<file path="config.mk">
export PLATFORM = sky130hd
export DESIGN_NAME = i2c_master_transaction_engine_top
export DESIGN_NICKNAME = d
export VERILOG_FILES = /design/src/rtl/i2cmte_pkg.sv /design/src/rtl/i2cmte_core.sv /design/src/rtl/i2cmte_outbuf.sv /design/src/rtl/i2c_master_transaction_engine_top.sv
export SDC_FILE = /design/constraint.sdc
export NUM_CORES = 1
export LEC_CHECK = 0
export BUFFER_PORTS_ARGS = -buffer_cell sky130_fd_sc_hd__buf_2
export CORE_UTILIZATION = 35
export DETAILED_ROUTE_END_ITERATION = 12
export GPL_ROUTABILITY_DRIVEN = 0
export GPL_TIMING_DRIVEN = 1
export PLACE_DENSITY_LB_ADDON = 0.08
export SLEW_MARGIN = 10
export SYNTH_ARGS = -nofsm -noshare
export SYNTH_HDL_FRONTEND = slang
export SYNTH_SLANG_ARGS = --single-unit
export TNS_END_PERCENT = 1
</file>
<file path="constraint.sdc">
create_clock -name clk -period 10.9 [get_ports clk]
set_input_delay 0.545 -clock clk [delete_from_list [all_inputs] [get_ports clk]]
set_output_delay 0.545 -clock clk [all_outputs]
set_load 0.005 [all_outputs]
</file>
<file path="src/rtl/i2cmte_pkg.sv">
`timescale 1ns / 1ps
`default_nettype none
// Shared types and constants for the I2C master transaction engine.
// No dependencies; every other file of the block imports this package.
package i2cmte_pkg;

	// Bus phases; each phase but idle lasts one half SCL period.
	localparam logic [4:0] PH_IDLE      = 5'd0;
	localparam logic [4:0] PH_START     = 5'd1;
	localparam logic [4:0] PH_BIT_LOW   = 5'd2;
	localparam logic [4:0] PH_BIT_HIGH  = 5'd3;
	localparam logic [4:0] PH_ACK_LOW   = 5'd4;
	localparam logic [4:0] PH_ACK_HIGH  = 5'd5;
	localparam logic [4:0] PH_RD_LOW    = 5'd6;
	localparam logic [4:0] PH_RD_HIGH   = 5'd7;
	localparam logic [4:0] PH_NACK_LOW  = 5'd8;
	localparam logic [4:0] PH_NACK_HIGH = 5'd9;
	localparam logic [4:0] PH_STOP_LOW  = 5'd10;
	localparam logic [4:0] PH_STOP_HIGH = 5'd11;
	localparam logic [4:0] PH_STOP_REL  = 5'd12;
	localparam logic [4:0] PH_RS_LOW    = 5'd13;
	localparam logic [4:0] PH_RS_HIGH   = 5'd14;

	// Request types.
	localparam logic [1:0] TYPE_ADC_RD = 2'd0;
	localparam logic [1:0] TYPE_EE_RD  = 2'd1;
	localparam logic [1:0] TYPE_EE_WR  = 2'd2;
	localparam logic [1:0] TYPE_NONE   = 2'd3;

	// Position within the transaction.
	localparam logic [2:0] STEP_DEV  = 3'd0;
	localparam logic [2:0] STEP_ADDR = 3'd1;
	localparam logic [2:0] STEP_DATA = 3'd2;
	localparam logic [2:0] STEP_READ = 3'd3;

	// Configuration register indexes.
	localparam logic [1:0] CFG_HALF_PERIOD = 2'd0;
	localparam logic [1:0] CFG_ADC_ADDR    = 2'd1;
	localparam logic [1:0] CFG_EE_ADDR     = 2'd2;

	localparam logic [15:0] HALF_PERIOD_RESET = 16'd5;
	localparam logic [6:0]  ADC_ADDR_RESET    = 7'd72;
	localparam logic [6:0]  EE_ADDR_RESET     = 7'd80;

	localparam logic [3:0] BITS_PER_BYTE = 4'd8;

	typedef struct packed {
		logic       req_valid;
		logic [1:0] req_type;
		logic [7:0] req_addr;
		logic [7:0] req_data;
		logic       sda_in;
	} req_t;

	typedef struct packed {
		logic       scl_level;
		logic       sda_pull_low;
		logic       busy_res;
		logic       done_res;
		logic [7:0] read_byte;
		logic       nack_error;
	} res_t;

	typedef struct packed {
		logic [15:0] half_period_ticks;
		logic [6:0]  adc_device_address;
		logic [6:0]  eeprom_device_address;
	} cfg_t;

endpackage

`default_nettype wire

</file>
<file path="src/rtl/i2cmte_core.sv">
`timescale 1ns / 1ps
`default_nettype none
// Bus sequencer of the I2C master: transaction state and the per-tick update.
// Depends on i2cmte_pkg.
module i2cmte_core #(
	parameter int DIVIDER_BITS = 16
) (
	input  wire logic             clk,
	input  wire logic             arst_n,
	input  wire logic             step,
	input  wire i2cmte_pkg::req_t req,
	input  wire i2cmte_pkg::cfg_t cfg,
	output i2cmte_pkg::res_t      res
);
	import i2cmte_pkg::*;

	localparam int CW = (DIVIDER_BITS + 1 > 17) ? DIVIDER_BITS + 1 : 17;

	logic [4:0]              phase_q, phase_n;
	logic [DIVIDER_BITS-1:0] div_q, div_n;
	logic [3:0]              bit_q, bit_n;
	logic [7:0]              shift_q, shift_n;
	logic [2:0]              step_q, step_n;
	logic [1:0]              type_q, type_n;
	logic [7:0]              addr_q, addr_n;
	logic [7:0]              data_q, data_n;
	logic [7:0]              rx_q, rx_n;
	logic                    err_q, err_n;

	logic [15:0]   hp;
	logic [CW-1:0] div_inc_ext;
	logic          phase_end;
	logic [6:0]    dev_addr;
	logic [3:0]    bit_inc;
	logic [7:0]    rd_shift;
	logic          done;
	logic          scl;
	logic          pull;

	assign hp          = (cfg.half_period_ticks == 16'd0) ? 16'd1 : cfg.half_period_ticks;
	assign div_inc_ext = CW'(div_q) + CW'(1);
	// The divider also wraps at its own width, which caps a phase length.
	assign phase_end   = (div_inc_ext >= CW'(hp)) || (&div_q);
	assign dev_addr    = (type_q == TYPE_ADC_RD) ? cfg.adc_device_address
	                                             : cfg.eeprom_device_address;
	assign bit_inc     = bit_q + 4'd1;
	assign rd_shift    = {shift_q[6:0], req.sda_in};

	always_comb begin
		phase_n = phase_q;
		div_n   = div_q;
		bit_n   = bit_q;
		shift_n = shift_q;
		step_n  = step_q;
		type_n  = type_q;
		addr_n  = addr_q;
		data_n  = data_q;
		rx_n    = rx_q;
		err_n   = err_q;
		done    = 1'b0;
		if (phase_q == PH_IDLE) begin
			if (req.req_valid && (req.req_type != TYPE_NONE)) begin
				type_n  = req.req_type;
				addr_n  = req.req_addr;
				data_n  = req.req_data;
				err_n   = 1'b0;
				step_n  = STEP_DEV;
				bit_n   = 4'd0;
				div_n   = '0;
				phase_n = PH_START;
			end
		end else if (phase_end) begin
			div_n = '0;
			case (phase_q)
				PH_START: begin
					shift_n = {dev_addr, (step_q == STEP_DATA)};
					bit_n   = 4'd0;
					phase_n = PH_BIT_LOW;
				end
				PH_BIT_LOW:  phase_n = PH_BIT_HIGH;
				PH_BIT_HIGH: begin
					shift_n = {shift_q[6:0], 1'b0};
					bit_n   = bit_inc;
					phase_n = (bit_inc >= BITS_PER_BYTE) ? PH_ACK_LOW : PH_BIT_LOW;
				end
				PH_ACK_LOW:  phase_n = PH_ACK_HIGH;
				PH_ACK_HIGH: begin
					if (req.sda_in) begin
						// No acknowledge: abort straight into the stop sequence.
						err_n   = 1'b1;
						phase_n = PH_STOP_LOW;
					end else if (step_q == STEP_DEV) begin
						step_n  = STEP_ADDR;
						shift_n = addr_q;
						bit_n   = 4'd0;
						phase_n = PH_BIT_LOW;
					end else if (step_q == STEP_ADDR) begin
						step_n = STEP_DATA;
						if (type_q == TYPE_EE_WR) begin
							shift_n = data_q;
							bit_n   = 4'd0;
							phase_n = PH_BIT_LOW;
						end else begin
							phase_n = PH_RS_LOW;
						end
					end else if (type_q == TYPE_EE_WR) begin
						phase_n = PH_STOP_LOW;
					end else begin
						step_n  = STEP_READ;
						bit_n   = 4'd0;
						shift_n = 8'd0;
						phase_n = PH_RD_LOW;
					end
				end
				PH_RD_LOW:  phase_n = PH_RD_HIGH;
				PH_RD_HIGH: begin
					shift_n = rd_shift;
					bit_n   = bit_inc;
					if (bit_inc >= BITS_PER_BYTE) begin
						rx_n    = rd_shift;
						phase_n = PH_NACK_LOW;
					end else begin
						phase_n = PH_RD_LOW;
					end
				end
				PH_NACK_LOW:  phase_n = PH_NACK_HIGH;
				PH_NACK_HIGH: phase_n = PH_STOP_LOW;
				PH_STOP_LOW:  phase_n = PH_STOP_HIGH;
				PH_STOP_HIGH: phase_n = PH_STOP_REL;
				PH_STOP_REL:  phase_n = PH_IDLE;
				PH_RS_LOW:    phase_n = PH_RS_HIGH;
				PH_RS_HIGH:   phase_n = PH_START;
				default:      phase_n = PH_IDLE;
			endcase
			done = (phase_n == PH_IDLE);
		end else begin
			div_n = div_q + DIVIDER_BITS'(1);
		end
	end

	// Line levels follow the phase the tick ends in.
	always_comb begin
		case (phase_n)
			PH_START: begin
				scl = 1'b1; pull = 1'b1;
			end
			PH_BIT_LOW: begin
				scl = 1'b0; pull = ~shift_n[7];
			end
			PH_BIT_HIGH: begin
				scl = 1'b1; pull = ~shift_n[7];
			end
			PH_ACK_LOW, PH_RD_LOW, PH_NACK_LOW, PH_RS_LOW: begin
				scl = 1'b0; pull = 1'b0;
			end
			PH_STOP_LOW: begin
				scl = 1'b0; pull = 1'b1;
			end
			PH_STOP_HIGH: begin
				scl = 1'b1; pull = 1'b1;
			end
			default: begin
				scl = 1'b1; pull = 1'b0;
			end
		endcase
	end

	assign res.scl_level    = scl;
	assign res.sda_pull_low = pull;
	assign res.busy_res     = (phase_n != PH_IDLE);
	assign res.done_res     = done;
	assign res.read_byte    = rx_n;
	assign res.nack_error   = err_n;

	always_ff @(posedge clk or negedge arst_n) begin
		if (!arst_n) begin
			phase_q <= PH_IDLE;
			div_q   <= '0;
			bit_q   <= 4'd0;
			shift_q <= 8'd0;
			step_q  <= STEP_DEV;
			type_q  <= TYPE_ADC_RD;
			addr_q  <= 8'd0;
			data_q  <= 8'd0;
			rx_q    <= 8'd0;
			err_q   <= 1'b0;
		end else if (step) begin
			phase_q <= phase_n;
			div_q   <= div_n;
			bit_q   <= bit_n;
			shift_q <= shift_n;
			step_q  <= step_n;
			type_q  <= type_n;
			addr_q  <= addr_n;
			data_q  <= data_n;
			rx_q    <= rx_n;
			err_q   <= err_n;
		end
	end

	a_done_from_busy: assert property (@(posedge clk) disable iff (!arst_n)
		step && res.done_res |-> (phase_q != PH_IDLE))
		else $error("done raised while the engine was idle");

	a_start_on_request: assert property (@(posedge clk) disable iff (!arst_n)
		step && (phase_q == PH_IDLE) && req.req_valid &&
		(req.req_type == TYPE_ADC_RD || req.req_type == TYPE_EE_RD ||
		 req.req_type == TYPE_EE_WR)
		|=> (phase_q == PH_START) && !err_q)
		else $error("accepted request did not start a clean transaction");

	a_bit_count_range: assert property (@(posedge clk) disable iff (!arst_n)
		bit_q <= BITS_PER_BYTE)
		else $error("bit counter ran past one byte");

endmodule

`default_nettype wire

</file>
<file path="src/rtl/i2cmte_outbuf.sv">
`timescale 1ns / 1ps
`default_nettype none
// Result register with a one-entry skid stage, so a tick is taken while a result waits.
// Depends on i2cmte_pkg.
module i2cmte_outbuf (
	input  wire logic             clk,
	input  wire logic             arst_n,
	input  wire logic             push,
	input  wire i2cmte_pkg::res_t push_data,
	output logic                  full,
	output logic                  out_valid,
	input  wire logic             out_stall,
	output i2cmte_pkg::res_t      out_data
);
	import i2cmte_pkg::*;

	logic out_valid_q;
	logic skid_valid_q;
	res_t out_q;
	res_t skid_q;
	logic pop;

	assign pop       = out_valid_q && !out_stall;
	assign full      = skid_valid_q;
	assign out_valid = out_valid_q;
	assign out_data  = out_q;

	always_ff @(posedge clk or negedge arst_n) begin
		if (!arst_n) begin
			out_valid_q  <= 1'b0;
			skid_valid_q <= 1'b0;
		end else begin
			if (push) begin
				if (!out_valid_q || pop) begin
					out_valid_q <= 1'b1;
				end else begin
					skid_valid_q <= 1'b1;
				end
			end else if (pop) begin
				if (skid_valid_q) begin
					skid_valid_q <= 1'b0;
				end else begin
					out_valid_q <= 1'b0;
				end
			end
		end
	end

	always_ff @(posedge clk) begin
		if (push) begin
			if (!out_valid_q || pop) begin
				out_q <= push_data;
			end else begin
				skid_q <= push_data;
			end
		end else if (pop && skid_valid_q) begin
			out_q <= skid_q;
		end
	end

	a_skid_behind_out: assert property (@(posedge clk) disable iff (!arst_n)
		skid_valid_q |-> out_valid_q)
		else $error("skid entry held with an empty result register");

	a_skid_fill_on_stall: assert property (@(posedge clk) disable iff (!arst_n)
		$rose(skid_valid_q) |-> $past(out_valid_q && out_stall))
		else $error("skid stage filled while the result register was free");

endmodule

`default_nettype wire

</file>
<file path="src/rtl/i2c_master_transaction_engine_top.sv">
`timescale 1ns / 1ps
`default_nettype none
// Top level of the I2C master transaction engine: configuration registers,
// sequencer and result buffer. Depends on i2cmte_pkg, i2cmte_core, i2cmte_outbuf.

// Each input beat is one tick of the bus sequencer and yields exactly one result beat
// carrying the SCL level, SDA drive and status for that tick. The state update is a
// single pass of logic from the sequencer registers into the result register, so one
// beat is taken every clock cycle; in_stall rises only once the result register and
// its one-entry skid stage are both occupied by beats that out_stall holds back.
// A bus half period lasts half_period_ticks input beats (0 acts as 1), capped at
// 2^DIVIDER_BITS. Configuration writes are always ready and should be made while the
// engine is idle.
module i2c_master_transaction_engine_top #(
	parameter int DIVIDER_BITS = 16
) (
	input  wire logic              clk,
	input  wire logic              arst_n,
	input  wire logic              in_valid,
	output logic                   in_stall,
	input  wire i2cmte_pkg::req_t  in_data,
	output logic                   out_valid,
	input  wire logic              out_stall,
	output i2cmte_pkg::res_t       out_data,
	input  wire logic              cfg_valid,
	output logic                   cfg_ready,
	input  wire logic [1:0]        cfg_index,
	input  wire logic [15:0]       cfg_data
);
	import i2cmte_pkg::*;

	cfg_t cfg_q;
	res_t step_res;
	logic buf_full;
	logic in_fire;

	assign cfg_ready = 1'b1;
	assign in_stall  = buf_full;
	assign in_fire   = in_valid && !buf_full;

	always_ff @(posedge clk or negedge arst_n) begin
		if (!arst_n) begin
			cfg_q.half_period_ticks     <= HALF_PERIOD_RESET;
			cfg_q.adc_device_address    <= ADC_ADDR_RESET;
			cfg_q.eeprom_device_address <= EE_ADDR_RESET;
		end else if (cfg_valid && cfg_ready) begin
			case (cfg_index)
				CFG_HALF_PERIOD: cfg_q.half_period_ticks     <= cfg_data;
				CFG_ADC_ADDR:    cfg_q.adc_device_address    <= cfg_data[6:0];
				CFG_EE_ADDR:     cfg_q.eeprom_device_address <= cfg_data[6:0];
				default: begin
				end
			endcase
		end
	end

	i2cmte_core #(
		.DIVIDER_BITS(DIVIDER_BITS)
	) u_core (
		.clk    (clk),
		.arst_n (arst_n),
		.step   (in_fire),
		.req    (in_data),
		.cfg    (cfg_q),
		.res    (step_res)
	);

	i2cmte_outbuf u_outbuf (
		.clk       (clk),
		.arst_n    (arst_n),
		.push      (in_fire),
		.push_data (step_res),
		.full      (buf_full),
		.out_valid (out_valid),
		.out_stall (out_stall),
		.out_data  (out_data)
	);

endmodule

`default_nettype wire
</file>
## Yosys cells after proc, flatten, opt, wreduce, memory -nomap -nowiden

Index checks and enable logic that the tools add are counted.

- Register bits: 121
- Output and inout bits: 16
- Word-level logic and storage cells: 181

- $add $sub $neg: 3
- $lt $le $gt $ge: 2
- Equal/unequal tests: 40
- Muxes and demuxes: 66
- Bitwise operators: 3
- Reduce and logical (&&, ||, !) cells: 39

Operators with widths:

| kind | number |
|---|---|
| 2-to-1 mux 8 bit | 11 |
| case mux 5 bit (13 select lines) | 1 |
| 2-to-1 mux 16 bit | 4 |
| equality test 5 x 4 -> 1 bit (second input constant) | 10 |
| 2-to-1 mux 4 bit | 11 |
| 2-to-1 mux 5 bit | 8 |
| 2-to-1 mux 13 bit | 3 |
| case mux 8 bit (4 select lines) | 1 |
| equality test 5 x 3 -> 1 bit (second input constant) | 6 |
| 2-to-1 mux 3 bit | 9 |
| equality test 5 x 2 -> 1 bit (second input constant) | 4 |
| adder 16 x 1 -> 17 bit (second input constant) | 1 |
| >= comparator 17 x 16 -> 1 bit | 1 |
| adder 16 x 1 -> 16 bit (second input constant) | 1 |
| zero test 16 bit | 1 |
| AND reduction 16 bit | 1 |
| 2-to-1 mux 1 bit | 15 |
| AND reduction 2 bit | 7 |
| AND reduction 7 bit | 2 |
| case mux 4 bit (3 select lines) | 1 |
| equality test 5 x 1 -> 1 bit (second input constant) | 2 |
| zero test 5 bit | 2 |
| != test 2 bit (second input constant) | 5 |
| nonzero test 2 bit | 4 |
| other kinds (28) | 42 |

## Depth between registers and ports, before layout

- Word-level depth: 15
- Gate-level depth with buffers: 17
- Mapped depth without buffers: 15

## Cells and area by module

From an unflattened synthesis, not the netlist that was laid out.

- Cells, all modules: 552
- Area total of the unflattened synthesis: 6437.4 sq um

By module, submodules not included:

| module | instances | cells each | area an instance (sq um) |
|---|---|---|---|
| i2cmte_core | 1 | 433 | 4194.0 |
| i2c_master_transaction_engine_top | 1 | 67 | 1158.6 |
| i2cmte_outbuf | 1 | 52 | 1084.8 |

## Worst setup path after synthesis

Ideal clock, no wire load.

- Path kind: reg-to-reg
- From: reg u_core.div_q[0]
- To: reg u_outbuf.out_q (netlist bit u_outbuf.out_data[10]) (data pin)
- Data arrival time: 3601 ps
- Data required time: 10640 ps
- Path slack: 7040 ps
- Cell stages (with the launch flop): 16
- Buffers on the path: 1
- Path through: dfrtp_1 -> ha_1 -> nand3_1 -> nor3_1 -> and3_1 -> nand3_1 -> xnor2_1 -> ha_1 -> a21boi_0 -> o31a_1 -> a311o_1 -> or2_2 -> buf_2 -> a21oi_1 -> nand3_1 -> mux2_2

RTL lines:

| element | RTL line | source |
|---|---|---|
| from (decl) | i2cmte_core.sv:20 | `logic [DIVIDER_BITS-1:0] div_q, div_n;` |
| from (signal assigned) | i2cmte_core.sv:189 | `div_q <= div_n;` |
| to (signal assigned) | i2cmte_outbuf.sv:52 | `out_q <= push_data;` |
| to (signal assigned) | i2cmte_outbuf.sv:57 | `out_q <= skid_q;` |
| to (decl) | i2cmte_outbuf.sv:19 | `res_t out_q;` |

## Final worst setup path

- From: reg u_core.div_q[0]
- To: reg u_outbuf.out_q (netlist bit u_outbuf.out_data[5]) (data pin)

- Word-level cells in the longest chain between the ends: 7

Ends and longest elaborated chain:

| element | RTL line | source |
|---|---|---|
| adder 16 x 1 -> 17 bit | i2cmte_core.sv:41 | `assign div_inc_ext = CW'(div_q) + CW'(1);` |
| >= comparator 17 x 16 -> 1 bit | i2cmte_core.sv:43 | `assign phase_end = (div_inc_ext >= CW'(hp)) \|\| (&div_q);` |
| logical OR 1 bit * | i2cmte_core.sv:43 |  |
| 2-to-1 mux 8 bit * | i2cmte_core.sv:72 | `end else if (phase_end) begin` |
| 2-to-1 mux 8 bit * | i2cmte_core.sv:61 | `if (phase_q == PH_IDLE) begin` |
| 2-to-1 mux 13 bit * | i2cmte_outbuf.sv:51 | `if (!out_valid_q \|\| pop) begin` |
| 2-to-1 mux 13 bit * | i2cmte_outbuf.sv:50 | `if (push) begin` |

Mark *: on every way between the ends. The rest lies on a longest branch, timed or not. The select of a mux whose other input is x is not followed.
A chain may end at the register's enable or synchronous reset.

==> out/metrics.cfg <==
[logic_synthesis]
async_flop_share_pct=78.3
synth-main-ff-cell=dfrtp_1
ys_types=64
synth_edf_count=26
avgSynthCellArea_sq_um=10.6
ys_ff_latch=120
synth_area_sq_um=6130
syn-num-nets=639
synth_top_area_share_pct=35.9
synth_cells=576
synthTopCellsByArea=dfrtp_1, edfxtp_1, mux2_2
yosysWarnings=0
synth_area_leader_cell=dfrtp_1
seq_area_frac_synth_pct=51.2

[placement]
port_buffers=57
place_area_sq_um=6630
place_hpwl_mm=10.2

[sta]
rsz0062_at_grt=false
skew_ns=0.0122
finalCritPeriodShare_pct=39.3
hold_violations=0
relSlewSlack_pct=23.5
final.setup.tns_ns=0
period_needed_ns=4.28
tightest_slew_ns=1.14
fmax_mhz=234
finalMaxSlewViolations=0
setup_viol=0

[cells_and_area]
final_common_cell=dfrtp_1
finish.instance_area_sq_um=7250
nets=695
area_growth_syn_to_layout_pct=18.2
antennaDiodeCount=0
layout_common_cells=dfrtp_1, buf_2, nand2_1, a21oi_1, o21ai_0
drive_gt1_share_pct=23.6

[route]
wirelength_mm=14.0
drt_pre_antenna_iters=8
drtAntennaViolNets=0
drt_first_iter_violations=191
wl_per_cell_um=16.1
num_vias=4455
drc=1
vias_per_cell=5.12

[setup_path]
timing.rr.end=u_outbuf.out_data[5]$_DFFE_PP_
critPathRequiredTime_ns=11.05
end_kind=register
worstPathArrival_ns=4.43
r2r_start=u_core.div_q[0]$_DFFE_PN0P_
cp_slowest_cell=or3_1
cp_max_fo=8
ff2ff_path_depth=15
path_class=reg2reg
worst_setup_path_start_kind=register
cp_cell_sequence=ha_1 > nand3_1 > nor3_1 > and3_1 > nand3_1 > xnor2_1 > ha_1 > nand4_1 > nor2_1 > o31a_1 > a311o_1 > nor2_1 > or3_1 > mux2i_1 > a21oi_1
max_stage_delay_ns=0.51
r2r_slack_ns=6.62

[clock_tree]
numCtsBuffers=17
path_clk_slew_ns=0.05
insertion_delay_ns=0.42
cts-root-buf=clkbuf_16
clockBufferDepth=2
cts.sinks=120
cts_hold_buf=0
cts_max_level=4
post_cts_buffers=0
post_cts_resized=0
cts_tree=built

[die]
io_pins=59
die_h_um=134
die-area_sq_um=18000
row_count=48
core_area_sq_um=17200
initial_core_util_pct=35.7
die_w_um=134

[status]
outcome=finished, violations left
violations=design-rule violations

[run]
maxCapViolCount=0

[grt]
grt_antenna_before_repair=0
overflow=0
grt_pass1_vias=4462
grt_pass1_wl_mm=23.4
grt_usage_pct=17.1
grt_max_degree=72

[power_and_ir_drop]
ir_drop_mv=0.122
p_leak_nw=3.11
powerDensity_nw_per_um2=234

[min_path]
hp-class=in2async

==> cells in the mapped netlist, types with 7 or more instances <==
cell type	instances
o21ai_0	39
mux2_2	37
a21oi_1	39
xnor2_1	8
xor2_1	9
nor2b_1	7
dfrtp_1	88
inv_1	33
ha_1	20
nand2_1	48
nor2_1	35
edfxtp_1	26
clkbuf_1	17
or3_1	7
mux2i_1	14
nand3_1	13
and3_1	8
a22o_1	18
nor3_1	11
==> critical path: cells and delay by family (launching register included) <==
family | cells | cell delay (ns)
and+or+nand+nor | 8 | 1.81
xor gates and xnor gates | 1 | 0.20
muxes | 1 | 0.34
adders and majority gates | 2 | 0.50
AOI/OAI and AO/OA | 3 | 0.74
DFF | 1 | 0.43
==> metrics by stage <==
stage	cells	util (%)	hold slack, ns	total power [mW]	setup slack, ns
2_1_floorplan	576	-	0.249	0.981	7.04
3_3_place_gp	838	38.6	0.487	1.13	6.76
3_5_place_dp	838	38.6	0.493	1.14	6.60
4_1_cts	870	42.2	0.0478	1.72	6.58
5_1_grt	870	42.2	0.0544	1.81	6.24
6_report	870	42.2	0.0388	1.70	6.62
==> layer usage <==
metal | share of wire, % | global-route usage (%) | wire (um)
met3 | 3.5 | 4.76 | 492
met5 | 0 | 0 | 0
met1 | 49 | 22.7 | 6820
met2 | 46 | 26.5 | 6520
met4 | 1.5 | 6.24 | 204
==> report_power, final <==
group          total, mW  internal [mW]  switching (mW)
sequential         0.665          0.589          0.0760
clock              0.575          0.373           0.201
combinational      0.459          0.196           0.263
total               1.70           1.16           0.541
==> worst max-delay path by stage <==
stage                                     start                               to  slack (ns)  cells after the start
finish              u_core.div_q[0]$_DFFE_PN0P_   u_outbuf.out_data[5]$_DFFE_PP_        6.62                     15
global placement    u_core.div_q[0]$_DFFE_PN0P_   u_outbuf.out_data[5]$_DFFE_PP_        6.76                     15
floorplan           u_core.div_q[0]$_DFFE_PN0P_  u_outbuf.out_data[10]$_DFFE_PP_        7.04                     15
global route        u_core.div_q[0]$_DFFE_PN0P_   u_outbuf.out_data[3]$_DFFE_PP_        6.24                     15
detailed placement  u_core.div_q[0]$_DFFE_PN0P_   u_outbuf.out_data[3]$_DFFE_PP_        6.60                     15
CTS                 u_core.div_q[0]$_DFFE_PN0P_   u_outbuf.out_data[3]$_DFFE_PP_        6.58                     15
==> registers in the layout, indices dropped and copies added, names as in the netlist <==
register	count
u_core.rx_q	8
u_outbuf.out_valid	1
u_outbuf.skid_q	13
u_core.shift_q	8
cfg_q	30
u_core.addr_q	8
u_core.bit_q	4
u_outbuf.full	1
u_core.step_q	2
u_core.phase_q	5
u_outbuf.out_data	13
u_core.type_q	2
u_core.err_q	1
u_core.div_q	16
u_core.data_q	8
==> cells by family (layout without fill, tap and decap cells) <==
family / after synthesis / in the layout / share of synthesized area (%)
and+or+nand+nor: 159 / 159 / 12.9
buffers and inverters: 61 / 130 / 4.16
muxes: 52 / 52 / 9.33
other: 1 / 1 / 0.0612
xor gates and xnor gates: 17 / 17 / 2.43
DFF: 120 / 120 / 51.2
AOI/OAI and AO/OA: 146 / 146 / 15.8
adders and majority gates: 20 / 20 / 4.08
==> cell type report <==
class	count	area, sq um
Fill cell	1700	9930
Sequential cell	120	3140
Multi-Input combinational cell	395	2740
Clock buffer	22	505
Timing Repair Buffer	63	333
Tap cell	225	282
Inverter	35	131
Clock inverter	10	115
Note: power is estimated with default switching activity, not from simulation.
